[src/rtl/core/lrubc_pkg.sv]
// ----------------------------------------------------------------------------
// lrubc_pkg: shared types and constants of the buffer cache tag engine
// Buffer count, index width, command and status codes, and the request,
// response and controller/datapath interface structs.
// ----------------------------------------------------------------------------
package lrubc_pkg;

   localparam int BUFFER_COUNT = 32;
   localparam int IDX_W = (BUFFER_COUNT > 1) ? $clog2(BUFFER_COUNT) : 1;
   localparam int SLOT_W = 5;
   localparam int REF_W = 8;
   localparam logic [REF_W-1:0] REF_MAX = {REF_W{1'b1}};

   typedef logic [IDX_W-1:0] idx_type;

   typedef enum logic [1:0] {
      CMD_GET     = 2'd0,
      CMD_RELEASE = 2'd1,
      CMD_WRITE   = 2'd2,
      CMD_DONE    = 2'd3
   } cmd_type;

   typedef enum logic [1:0] {
      ST_OK             = 2'd0,
      ST_NO_BUFFER      = 2'd1,
      ST_NOT_REFERENCED = 2'd2
   } status_type;

   typedef struct packed {
      cmd_type           cmd;
      logic [7:0]        device_id;
      logic [31:0]       block_number;
      logic [SLOT_W-1:0] buffer_slot;
   } req_type;

   typedef struct packed {
      logic [SLOT_W-1:0] slot_index;
      logic              was_hit;
      logic              read_needed;
      logic              write_needed;
      status_type        status;
   } rsp_type;

   // Commands from the controller to the datapath, one per phase.
   typedef struct packed {
      logic load;
      logic lookup;
      logic pick;
      logic exec;
      logic recent;
   } ctl_type;

   // Status from the datapath back to the controller.
   typedef struct packed {
      logic recent_needed;
   } dp_stat_type;

endpackage

[src/rtl/core/lrubc_ctrl.sv]
// ----------------------------------------------------------------------------
// lrubc_ctrl: phase sequencer of the buffer cache tag engine
// Steps each request through lookup, pick and execute, and adds a recency
// update phase when a release drops the last reference.
// ----------------------------------------------------------------------------
module lrubc_ctrl (
   input  logic                  clock,
   input  logic                  reset,
   input  logic                  start,
   input  lrubc_pkg::dp_stat_type stat,
   output logic                  busy,
   output lrubc_pkg::ctl_type    ctl
);

   typedef enum logic [2:0] {
      S_IDLE,
      S_LOOKUP,
      S_PICK,
      S_EXEC,
      S_RECENT
   } state_type;

   state_type state_ff;
   logic      busy_ff;

   always_ff @(posedge clock) begin
      if (reset) begin
         state_ff <= S_IDLE;
         busy_ff  <= 1'b0;
      end else begin
         case (state_ff)
            S_IDLE: begin
               if (start) begin
                  state_ff <= S_LOOKUP;
                  busy_ff  <= 1'b1;
               end
            end
            S_LOOKUP: begin
               state_ff <= S_PICK;
            end
            S_PICK: begin
               state_ff <= S_EXEC;
            end
            S_EXEC: begin
               if (stat.recent_needed) begin
                  state_ff <= S_RECENT;
               end else begin
                  state_ff <= S_IDLE;
                  busy_ff  <= 1'b0;
               end
            end
            S_RECENT: begin
               state_ff <= S_IDLE;
               busy_ff  <= 1'b0;
            end
            default: begin
               state_ff <= S_IDLE;
               busy_ff  <= 1'b0;
            end
         endcase
      end
   end

   assign busy       = busy_ff;
   assign ctl.load   = start && !busy_ff;
   assign ctl.lookup = (state_ff == S_LOOKUP);
   assign ctl.pick   = (state_ff == S_PICK);
   assign ctl.exec   = (state_ff == S_EXEC);
   assign ctl.recent = (state_ff == S_RECENT);

endmodule

[src/rtl/core/lrubc_datapath.sv]
// ----------------------------------------------------------------------------
// lrubc_datapath: tag store, reference counts and recency order
// Holds the per-entry state, compares tags in parallel, picks the entry by
// recency and applies each command's update and response.
// ----------------------------------------------------------------------------
module lrubc_datapath (
   input  logic                   clock,
   input  logic                   reset,
   input  lrubc_pkg::ctl_type     ctl,
   input  lrubc_pkg::req_type     req_data,
   output lrubc_pkg::dp_stat_type stat,
   output logic                   rsp_strobe,
   output lrubc_pkg::rsp_type     rsp_data
);

   localparam int N = lrubc_pkg::BUFFER_COUNT;

   // Per-entry state. order_ff[r] is the entry that holds recency rank r,
   // rank N-1 being the most recent.
   logic [7:0]                  tag_dev_ff [N];
   logic [31:0]                 tag_blk_ff [N];
   logic [lrubc_pkg::REF_W-1:0] ref_ff     [N];
   logic                        valid_ff   [N];
   logic                        dirty_ff   [N];
   lrubc_pkg::idx_type          order_ff   [N];

   lrubc_pkg::req_type req_ff;
   logic [N-1:0]       hit_vec_ff;
   logic [N-1:0]       free_vec_ff;
   lrubc_pkg::idx_type target_ff;
   logic               hit_found_ff;
   logic               free_found_ff;
   lrubc_pkg::rsp_type rsp_ff;
   logic               strobe_ff;

   // Lookup: match and free flags per entry, then rearranged by rank.
   logic [N-1:0] match;
   logic [N-1:0] free;
   logic [N-1:0] hit_vec_in;
   logic [N-1:0] free_vec_in;

   always_comb begin
      for (int i = 0; i < N; i++) begin
         match[i] = (tag_dev_ff[i] == req_ff.device_id) &&
                    (tag_blk_ff[i] == req_ff.block_number);
         free[i]  = (ref_ff[i] == '0) && !dirty_ff[i];
      end
      for (int r = 0; r < N; r++) begin
         hit_vec_in[r]  = match[order_ff[r]];
         free_vec_in[r] = free[order_ff[r]];
      end
   end

   // Pick: highest-rank match, lowest-rank free entry.
   lrubc_pkg::idx_type hit_rank;
   lrubc_pkg::idx_type free_rank;
   lrubc_pkg::idx_type target_in;

   always_comb begin
      hit_rank  = '0;
      free_rank = '0;
      for (int r = 0; r < N; r++) begin
         if (hit_vec_ff[r]) begin
            hit_rank = lrubc_pkg::IDX_W'(r);
         end
      end
      for (int r = N - 1; r >= 0; r--) begin
         if (free_vec_ff[r]) begin
            free_rank = lrubc_pkg::IDX_W'(r);
         end
      end
      if (req_ff.cmd != lrubc_pkg::CMD_GET) begin
         target_in = lrubc_pkg::IDX_W'(req_ff.buffer_slot);
      end else if (|hit_vec_ff) begin
         target_in = order_ff[hit_rank];
      end else begin
         target_in = order_ff[free_rank];
      end
   end

   // Execute: read the target entry and decide updates and the response.
   logic                        slot_ok;
   logic [lrubc_pkg::REF_W-1:0] cur_ref;
   logic                        cur_valid;
   logic                        upd_tag;
   logic                        upd_ref;
   logic [lrubc_pkg::REF_W-1:0] ref_val;
   logic                        upd_valid;
   logic                        valid_val;
   logic                        upd_dirty;
   logic                        dirty_val;
   logic                        recent_needed;
   lrubc_pkg::rsp_type          rsp_in;

   always_comb begin
      slot_ok       = int'(req_ff.buffer_slot) < N;
      cur_ref       = ref_ff[target_ff];
      cur_valid     = valid_ff[target_ff];
      upd_tag       = 1'b0;
      upd_ref       = 1'b0;
      ref_val       = cur_ref;
      upd_valid     = 1'b0;
      valid_val     = 1'b0;
      upd_dirty     = 1'b0;
      dirty_val     = 1'b0;
      recent_needed = 1'b0;
      rsp_in.slot_index   = req_ff.buffer_slot;
      rsp_in.was_hit      = 1'b0;
      rsp_in.read_needed  = 1'b0;
      rsp_in.write_needed = 1'b0;
      rsp_in.status       = lrubc_pkg::ST_OK;
      case (req_ff.cmd)
         lrubc_pkg::CMD_GET: begin
            if (hit_found_ff) begin
               upd_ref = 1'b1;
               if (cur_ref != lrubc_pkg::REF_MAX) begin
                  ref_val = cur_ref + 1'b1;
               end
               rsp_in.slot_index  = lrubc_pkg::SLOT_W'(target_ff);
               rsp_in.was_hit     = 1'b1;
               rsp_in.read_needed = !cur_valid;
            end else if (free_found_ff) begin
               upd_tag   = 1'b1;
               upd_ref   = 1'b1;
               ref_val   = lrubc_pkg::REF_W'(1);
               upd_valid = 1'b1;
               upd_dirty = 1'b1;
               rsp_in.slot_index  = lrubc_pkg::SLOT_W'(target_ff);
               rsp_in.read_needed = 1'b1;
            end else begin
               rsp_in.slot_index = '0;
               rsp_in.status     = lrubc_pkg::ST_NO_BUFFER;
            end
         end
         lrubc_pkg::CMD_DONE: begin
            if (slot_ok) begin
               upd_valid = 1'b1;
               valid_val = 1'b1;
               upd_dirty = 1'b1;
            end
         end
         lrubc_pkg::CMD_WRITE: begin
            if (!slot_ok || cur_ref == '0) begin
               rsp_in.status = lrubc_pkg::ST_NOT_REFERENCED;
            end else begin
               upd_dirty = 1'b1;
               dirty_val = 1'b1;
               rsp_in.write_needed = 1'b1;
            end
         end
         lrubc_pkg::CMD_RELEASE: begin
            if (!slot_ok || cur_ref == '0) begin
               rsp_in.status = lrubc_pkg::ST_NOT_REFERENCED;
            end else begin
               upd_ref       = 1'b1;
               ref_val       = cur_ref - 1'b1;
               recent_needed = (cur_ref == lrubc_pkg::REF_W'(1));
            end
         end
         default: begin
            rsp_in.status = lrubc_pkg::ST_OK;
         end
      endcase
   end

   assign stat.recent_needed = ctl.exec && recent_needed;

   // Recency update: find the target's rank, shift the ranks above it down
   // and put the target at the top.
   lrubc_pkg::idx_type rank_pos;
   logic [N-1:0]       shift_mask;

   always_comb begin
      rank_pos = '0;
      for (int r = 0; r < N; r++) begin
         if (order_ff[r] == target_ff) begin
            rank_pos = rank_pos | lrubc_pkg::IDX_W'(r);
         end
      end
      for (int r = 0; r < N; r++) begin
         shift_mask[r] = (lrubc_pkg::IDX_W'(r) >= rank_pos);
      end
   end

   always_ff @(posedge clock) begin
      if (ctl.load) begin
         req_ff <= req_data;
      end
      if (ctl.lookup) begin
         hit_vec_ff  <= hit_vec_in;
         free_vec_ff <= free_vec_in;
      end
      if (ctl.pick) begin
         target_ff     <= target_in;
         hit_found_ff  <= |hit_vec_ff;
         free_found_ff <= |free_vec_ff;
      end
      if (ctl.exec) begin
         rsp_ff <= rsp_in;
      end
   end

   always_ff @(posedge clock) begin
      if (reset) begin
         strobe_ff <= 1'b0;
      end else begin
         strobe_ff <= ctl.exec;
      end
   end

   always_ff @(posedge clock) begin
      if (reset) begin
         for (int i = 0; i < N; i++) begin
            tag_dev_ff[i] <= '0;
            tag_blk_ff[i] <= '0;
            ref_ff[i]     <= '0;
            valid_ff[i]   <= 1'b0;
            dirty_ff[i]   <= 1'b0;
            order_ff[i]   <= lrubc_pkg::IDX_W'(i);
         end
      end else begin
         if (ctl.exec) begin
            for (int i = 0; i < N; i++) begin
               if (target_ff == lrubc_pkg::IDX_W'(i)) begin
                  if (upd_tag) begin
                     tag_dev_ff[i] <= req_ff.device_id;
                     tag_blk_ff[i] <= req_ff.block_number;
                  end
                  if (upd_ref) begin
                     ref_ff[i] <= ref_val;
                  end
                  if (upd_valid) begin
                     valid_ff[i] <= valid_val;
                  end
                  if (upd_dirty) begin
                     dirty_ff[i] <= dirty_val;
                  end
               end
            end
         end
         if (ctl.recent) begin
            for (int r = 0; r < N - 1; r++) begin
               if (shift_mask[r]) begin
                  order_ff[r] <= order_ff[r + 1];
               end
            end
            order_ff[N - 1] <= target_ff;
         end
      end
   end

   assign rsp_strobe = strobe_ff;
   assign rsp_data   = rsp_ff;

endmodule

[src/rtl/core/lru_block_buffer_cache_core.sv]
// ----------------------------------------------------------------------------
// lru_block_buffer_cache_core: buffer cache tag engine with reference counts
// A request is taken while busy is low and runs through the lookup, pick,
// execute and, when a release drops the last reference, recency update
// phases; its response is shown for one cycle on rsp_strobe. A new request
// is not taken until the last one is through.
// Reset clears all tags, counts and flags and restores rank i to entry i.
// The receiver cannot stall, so the response strobe is never held back.
// ----------------------------------------------------------------------------
module lru_block_buffer_cache_core (
   input  logic               clock,
   input  logic               reset,
   input  logic               start,
   output logic               busy,
   input  lrubc_pkg::req_type req_data,
   output logic               rsp_strobe,
   output lrubc_pkg::rsp_type rsp_data
);

   // The controller sequences the phases of each request; the datapath owns
   // every piece of per-entry state. They talk only through ctl and stat.
   //
   // Lookup compares the request's tag against all entries in parallel and
   // lays the match and free flags out by recency rank. Pick takes the given
   // slot or, for a get, the highest-rank match or else the lowest-rank entry
   // that is clean and unreferenced. Execute reads that one entry, updates it
   // and registers the response. When a release drops the last reference, one
   // more phase moves the entry to the top of the recency order.
   lrubc_pkg::ctl_type     ctl;
   lrubc_pkg::dp_stat_type stat;

   lrubc_ctrl u_ctrl (
      .clock (clock),
      .reset (reset),
      .start (start),
      .stat  (stat),
      .busy  (busy),
      .ctl   (ctl)
   );

   lrubc_datapath u_datapath (
      .clock      (clock),
      .reset      (reset),
      .ctl        (ctl),
      .req_data   (req_data),
      .stat       (stat),
      .rsp_strobe (rsp_strobe),
      .rsp_data   (rsp_data)
   );

   // Every accepted request is followed by a response strobe.
   a_rsp_latency: assert property (@(posedge clock) disable iff (reset)
      (start && !busy) |-> ##4 rsp_strobe)
      else $error("response did not follow an accepted request");

   // Response strobes never come back to back.
   a_rsp_spacing: assert property (@(posedge clock) disable iff (reset)
      rsp_strobe |=> !rsp_strobe)
      else $error("back-to-back response strobes");

   // No new request is taken while one is in progress.
   a_busy_after_accept: assert property (@(posedge clock) disable iff (reset)
      (start && !busy) |=> busy)
      else $error("busy not raised after an accepted request");

   // A hit always completes with status ok and never asks for a disk write.
   a_hit_ok: assert property (@(posedge clock) disable iff (reset)
      (rsp_strobe && rsp_data.was_hit) |->
         (rsp_data.status == lrubc_pkg::ST_OK && !rsp_data.write_needed))
      else $error("hit response with bad status");

endmodule

[config.mk]
export PLATFORM = sky130hd
export DESIGN_NAME = lru_block_buffer_cache_core
export DESIGN_NICKNAME = d
export VERILOG_FILES = /design/src/rtl/core/lrubc_pkg.sv /design/src/rtl/core/lrubc_ctrl.sv /design/src/rtl/core/lrubc_datapath.sv /design/src/rtl/core/lru_block_buffer_cache_core.sv
export SDC_FILE = /design/constraint.sdc
export NUM_CORES = 2
export LEC_CHECK = 0
export CAP_MARGIN = 20
export CELL_PAD_IN_SITES_DETAIL_PLACEMENT = 0
export CELL_PAD_IN_SITES_GLOBAL_PLACEMENT = 1
export CORE_MARGIN = 2
export CORE_UTILIZATION = 49
export CTS_CLUSTER_SIZE = 12
export DETAILED_ROUTE_END_ITERATION = 12
export DONT_BUFFER_PORTS = 1
export PLACE_DENSITY = 0.83
export REMOVE_ABC_BUFFERS = 1
export SLEW_MARGIN = 30
export SYNTH_ARGS = -nofsm -noshare
export SYNTH_HDL_FRONTEND = slang
export SYNTH_SLANG_ARGS = --single-unit
[constraint.sdc]
create_clock -name clock -period 5.3 [get_ports clock]
set_input_delay 1.59 -clock clock [delete_from_list [all_inputs] [get_ports clock]]
set_output_delay 1.59 -clock clock [all_outputs]
set_load 0.01 [all_outputs]
### Word level (Yosys, flattened, before mapping)

Memory sizes are Yosys's and may differ from the RTL's. A register that Yosys moved wholly into a read port is not among the register bits.
Cells that the tools add are included.

* register bits after elaboration: 133
* latch bits: 0
* RAM bits: 1760
* memory bits (read-only): 0
* output and inout port bits: 12
* logic and storage cells: 1689
* memories kept: 6

Memory list
* u_datapath.tag_blk_ff: depth 32, bits a word 32, rd ports 32, clocked after memory_dff 0, write ports 32, line lrubc_datapath.sv:21 `logic [31:0] tag_blk_ff [N];`
* u_datapath.ref_ff: depth 32, bits a word 8, rd ports 33, clocked after memory_dff 1, write ports 32, line lrubc_datapath.sv:22 `logic [lrubc_pkg::REF_W-1:0] ref_ff [N];`
* u_datapath.tag_dev_ff: depth 32, bits a word 8, rd ports 32, clocked after memory_dff 0, write ports 32, line lrubc_datapath.sv:20 `logic [7:0] tag_dev_ff [N];`
* u_datapath.order_ff: depth 32, bits a word 5, rd ports 34, clocked after memory_dff 0, write ports 32, line lrubc_datapath.sv:25 `lrubc_pkg::idx_type order_ff [N];`
* u_datapath.dirty_ff: depth 32, bits a word 1, rd ports 32, clocked after memory_dff 0, write ports 32, line lrubc_datapath.sv:24 `logic dirty_ff [N];`
* u_datapath.valid_ff: depth 32, bits a word 1, rd ports 1, clocked after memory_dff 1, write ports 32, line lrubc_datapath.sv:23 `logic valid_ff [N];`

* add/sub/neg operators: 2
* $mul: 0
* div/mod/pow operators: 0
* $lt $le $gt $ge: 63
* equal/unequal tests: 138
* shift operators: 0
* muxes and demuxes: 1130
* bitwise gates (word level): 192
* reduce and logical (&&, ||, !) cells: 141

Operator list (number)
* $eq 32x32->1: 32
* $mux 32: 32
* $mux 1: 804
* $mux 8: 74
* $mux 5: 106
* $bmux 1 s5: 64
* $logic_not 8->1: 33
* $eq 8x8->1: 32
* $lt 5x6->1 const B: 32
* $or 1x1->1: 192
* $eq 5x5->1: 31
* $eq 5x5->1 const B: 16
* $ge 5x5->1 const A: 15
* $logic_and 1x1->1: 66
* $mux 4: 16
* $reduce_or 32->1: 2
* $mux 3: 15
* $eq 5x4->1 const B: 8
* $ge 4x5->1 const A: 8
* $logic_not 1->1: 34
* $mux 2: 11
* $eq 5x3->1 const B: 4
* $ge 3x5->1 const A: 4
* $pmux 8 s2: 1
* other kinds (26): 34

### Logic depth before layout (Yosys ltp)

An unclocked memory read counts as a cell.

* depth after elaboration: 39
* mapped depth: 20
* depth with buffers taken out: 14

### Cells and area by module

From an unflattened synthesis, not the netlist that was laid out.

* cells, all modules: 8145
* area, all modules: 105238.4 µm²

By module, submodules not included
* lrubc_datapath: instances 1, cells each 8124, area an instance 104999.5 µm², seq. area each 56814.5 µm²
* lrubc_ctrl: instances 1, cells each 21, area an instance 239.0 µm², seq. area each 80.1 µm²

### Worst setup path after synthesis

No wires, ideal clock.

* kind: register -> register
* from: register u_ctrl.state_ff[0]
* to: register u_datapath.free_vec_ff[0], enable pin
* setup time: 0.565 ns
* arrival: 4.936 ns
* data required time: 4.735 ns
* slack: -0.201 ns
* stages on the path, launching flop included: 4
* buffers on the path: 1
* cells stage by stage: dfxtp_1 clkbuf_1 inv_1 nor3_1

* cells in the longest elaborated chain, start to end: 1

RTL lines
* from (decl): line lrubc_ctrl.sv:23 `state_type state_ff;`
* from (signal assigned): line lrubc_ctrl.sv:28 `state_ff <= S_IDLE;`
* from (signal assigned): line lrubc_ctrl.sv:34 `state_ff <= S_LOOKUP;`
* from (signal assigned): line lrubc_ctrl.sv:39 `state_ff <= S_PICK;`
* $eq 3x1->1: line lrubc_ctrl.sv:66 `assign ctl.lookup = (state_ff == S_LOOKUP);`
* to (signal assigned): line lrubc_datapath.sv:191 `free_vec_ff <= free_vec_in;`
* to (decl): line lrubc_datapath.sv:29 `logic [N-1:0] free_vec_ff;`

No other way between the ends.
A chain may end at the register's enable or synchronous reset.

==> impl_metrics.yaml <==
clock_network:
  cts_hold_buf: 0
  post_cts_resized: 0
  cts_buffers: 200
  htreeDepth: 4
  insertion_delay_ns: 0.88
  cts.sinks: 1898
  cts_tree: "done"
  path_clk_slew_ns: 0.06
  post_cts_buffers: 0
  clockBufferDepth: 3
  clockRootBuffer: "clkbuf_16"
global_route:
  grt_pass1_vias: 72400
  grt_pass1_wl_mm: 540.8
  grt_max_degree: 100
  antenna_found_initial: 21
  grt_overflow_total: 0
  grt_use_total: 0.3479
power_and_ir_drop:
  leakagePower_uw: 0.03916
  peakVddDrop_mv: 0.2816
  power_uw: 37660
  power.density_nw_per_um2: 322.5
sta:
  fin_tns_setup_ns: 0
  finalSetupViolations: 0
  period_minus_slack_ns: 4.972
  fmax_ghz: 0.2011
  slew_viol_final: 0
  max_slew_margin: 0.2320
  rsz0062_at_grt: "false"
  finalHoldViolations: 0
  worst_pin_slew_ns: 1.152
  fin_crit_sh: 0.9381
  finalClockSkew_ns: 0.06158
logic_synthesis:
  synth.yosys.seq_area_share: 0.5376
  synth_async_sr_flop_share: 0
  synth.area.top_cells: "edfxtp_1, mux4_2, xor2_1, xnor2_1, nor2_1"
  post_synth_instance_area_um2: 105800
  synth.largest_area_cell: "edfxtp_1"
  synth_edf_count: 1888
  synth_warnings: 0
  synth_seq_cells: 1898
  synth_most_common_cell: "edfxtp_1"
  yosys-top-cells-count: "edfxtp_1, nor2_1, xor2_1, xnor2_1, mux4_2"
  ys_types: 79
  syn_inst: 8199
  synth_ff_type: "edfxtp_1"
  syn_avg_cell_area_um2: 12.91
  synth_top_area_frac: 0.5357
worst_setup_path:
  slowest_delay_ns: 0.76
  worstPathRequired_ns: 5.81
  crit_top_cell: "nor2_1"
  worstSetupEndpointType: "register"
  path_class: "register to register"
  crit_path_top_delay_cell: "nor2_1"
  worstPathCellList: "nor2_1 -> a22oi_1 -> nand3_1 -> and3_1 -> inv_1 -> ha_1 -> nand2_1 -> o31ai_1 -> nand2_1 -> buf_4 -> nor2_1 -> a211o_1 -> a222oi_1 -> buf_4 -> nor2_1"
  path_max_fanout: 33
  critical_path_arrival_ns: 5.49
  critPathLaunchType: "register"
outcome:
  status: "complete, no violations"
route:
  drtIter0Drc: 13920
  drcViolationCount: 0
  drt-vias-per-instance: 6.900
  final_antenna_net_count: 0
  drt_first_pass_iters: 6
  wirelength_mm: 388.2
  via_count: 75890
  routedWlPerCell_um: 35.30
placement:
  port_buffers: 0
  gp_congestion: 1.038
  place_hpwl_mm: 238.4
floorplanning:
  rows: 170
  ios: 62
  initial_utilization: 0.4931
  core_area_um2: 214600
  design.die.area_um2: 219700
  dieWidth_um: 468.7
  die_y_um: 468.7
job:
  maxCapViolations: 0
min_path:
  holdCritPathClass: "register to register"
final_layout:
  syn_to_final_growth_pct: 10.36
  drive_above_1_share: 0.1942
  finalNetCount: 8062
## layout make-up
class                   instances  area, µm²
flip-flops and latches       1898      56900
inverters                      78      297.8
multi-input cells            5369      45670
clock buffers                 262       5353
well taps                    2838       3551
clock inverters                84      965.9
diodes                         14      35.03
repair buffers                455       4011
fillers                     17200      97830
## power breakdown
part           switching, µW  internal [µW]  leakage (µW)  total (µW)
registers                740          17500        0.0191       18200
logic                   3710           1940        0.0170        5640
clock network           6030           7780       0.00305       13800
## per-stage QoR
step,instance area [µm²],hold WS (ns),setup slack [ns],utilization,cells
floorplan,102500,0.5090,-3.572,-,7345
global placement,110200,0.5526,0.2302,0.5136,10630
detailed placement,110300,0.5833,0.3660,0.5142,10640
CTS,116700,0.5909,0.3469,0.5436,10980
global route,116800,0.6080,0.08911,0.5440,10990
finish,116800,0.6015,0.3280,0.5442,11000
## worst max-delay path: cells and delay by family (launching register included)
| family | cells | cell delay, ns |
|---|---|---|
| flops | 1 | 0.71 |
| fa+ha+maj | 1 | 0.28 |
| compound gates | 4 | 1.11 |
| buf+inv | 3 | 0.55 |
| simple gates | 7 | 1.96 |
## kinds of logic (layout without fill, tap and decap cells)
logic type,Yosys count,in the layout,synth area share
adders and majority gates,10,10,0.001182
other,0,14,0
AOI/OAI and AO/OA,460,460,0.02689
muxes,894,894,0.1683
xor gates and xnor gates,1441,1441,0.1193
and+or+nand+nor,2564,2564,0.1122
DFF,1898,1898,0.5376
buffers and inverters,932,879,0.03457
## final timing paths
| path | to | slack [ns] | start | cells after the start |
|---|---|---|---|---|
| max reg2reg | u_datapath.ref_ff[24][1] | 0.33 | register | 15 |
| max | u_datapath.ref_ff[24][1] | 0.33 | register | 15 |
| min reg2reg | u_ctrl.state_ff[0] | 0.60 | u_ctrl.state_ff[0] | 1 |
| min | u_ctrl.state_ff[0] | 0.60 | u_ctrl.state_ff[0] | 1 |
## flip-flops by register name, indices dropped and copies added, names as in the netlist, named ones only
register / count
u_datapath.free_found_ff: 1
u_ctrl.state_ff: 3
u_datapath.ref_ff: 256
u_datapath.order_ff: 160
u_datapath.tag_blk_ff: 1024
u_datapath.rsp_strobe: 1
u_datapath.hit_vec_ff: 32
u_datapath.rsp_data: 10
u_datapath.req_ff: 47
u_datapath.dirty_ff: 32
u_datapath.target_ff: 5
u_datapath.tag_dev_ff: 256
u_datapath.valid_ff: 32
u_datapath.free_vec_ff: 32
u_ctrl.busy: 1
u_datapath.hit_found_ff: 1
## cell usage in the layout (no fill, tap or decap), drive strengths merged, types with 67 or more instances in the layout
master     n
edfxtp  1888
nor2    1073
xor2     723
xnor2    718
mux4     705
nand2    554
buf      455
nor4     285
clkbuf   262
o21ai    233
nand4    215
mux2i    166
nand3     82
inv       82
nor3      73
and2      67
## routing by layer
layer | vias to the layer above | part of all wire | global-route usage | routed length, µm
li1 | 29740 | - | - | -
met1 | 37770 | 0.33 | 0.4478 | 129800
met2 | 6825 | 0.45 | 0.5353 | 174400
met3 | 1549 | 0.15 | 0.1037 | 59140
met4 | 10 | 0.064 | 0.1776 | 24760
met5 | - | 0.00019 | 0 | 73
(Power assumes the default switching activity.)
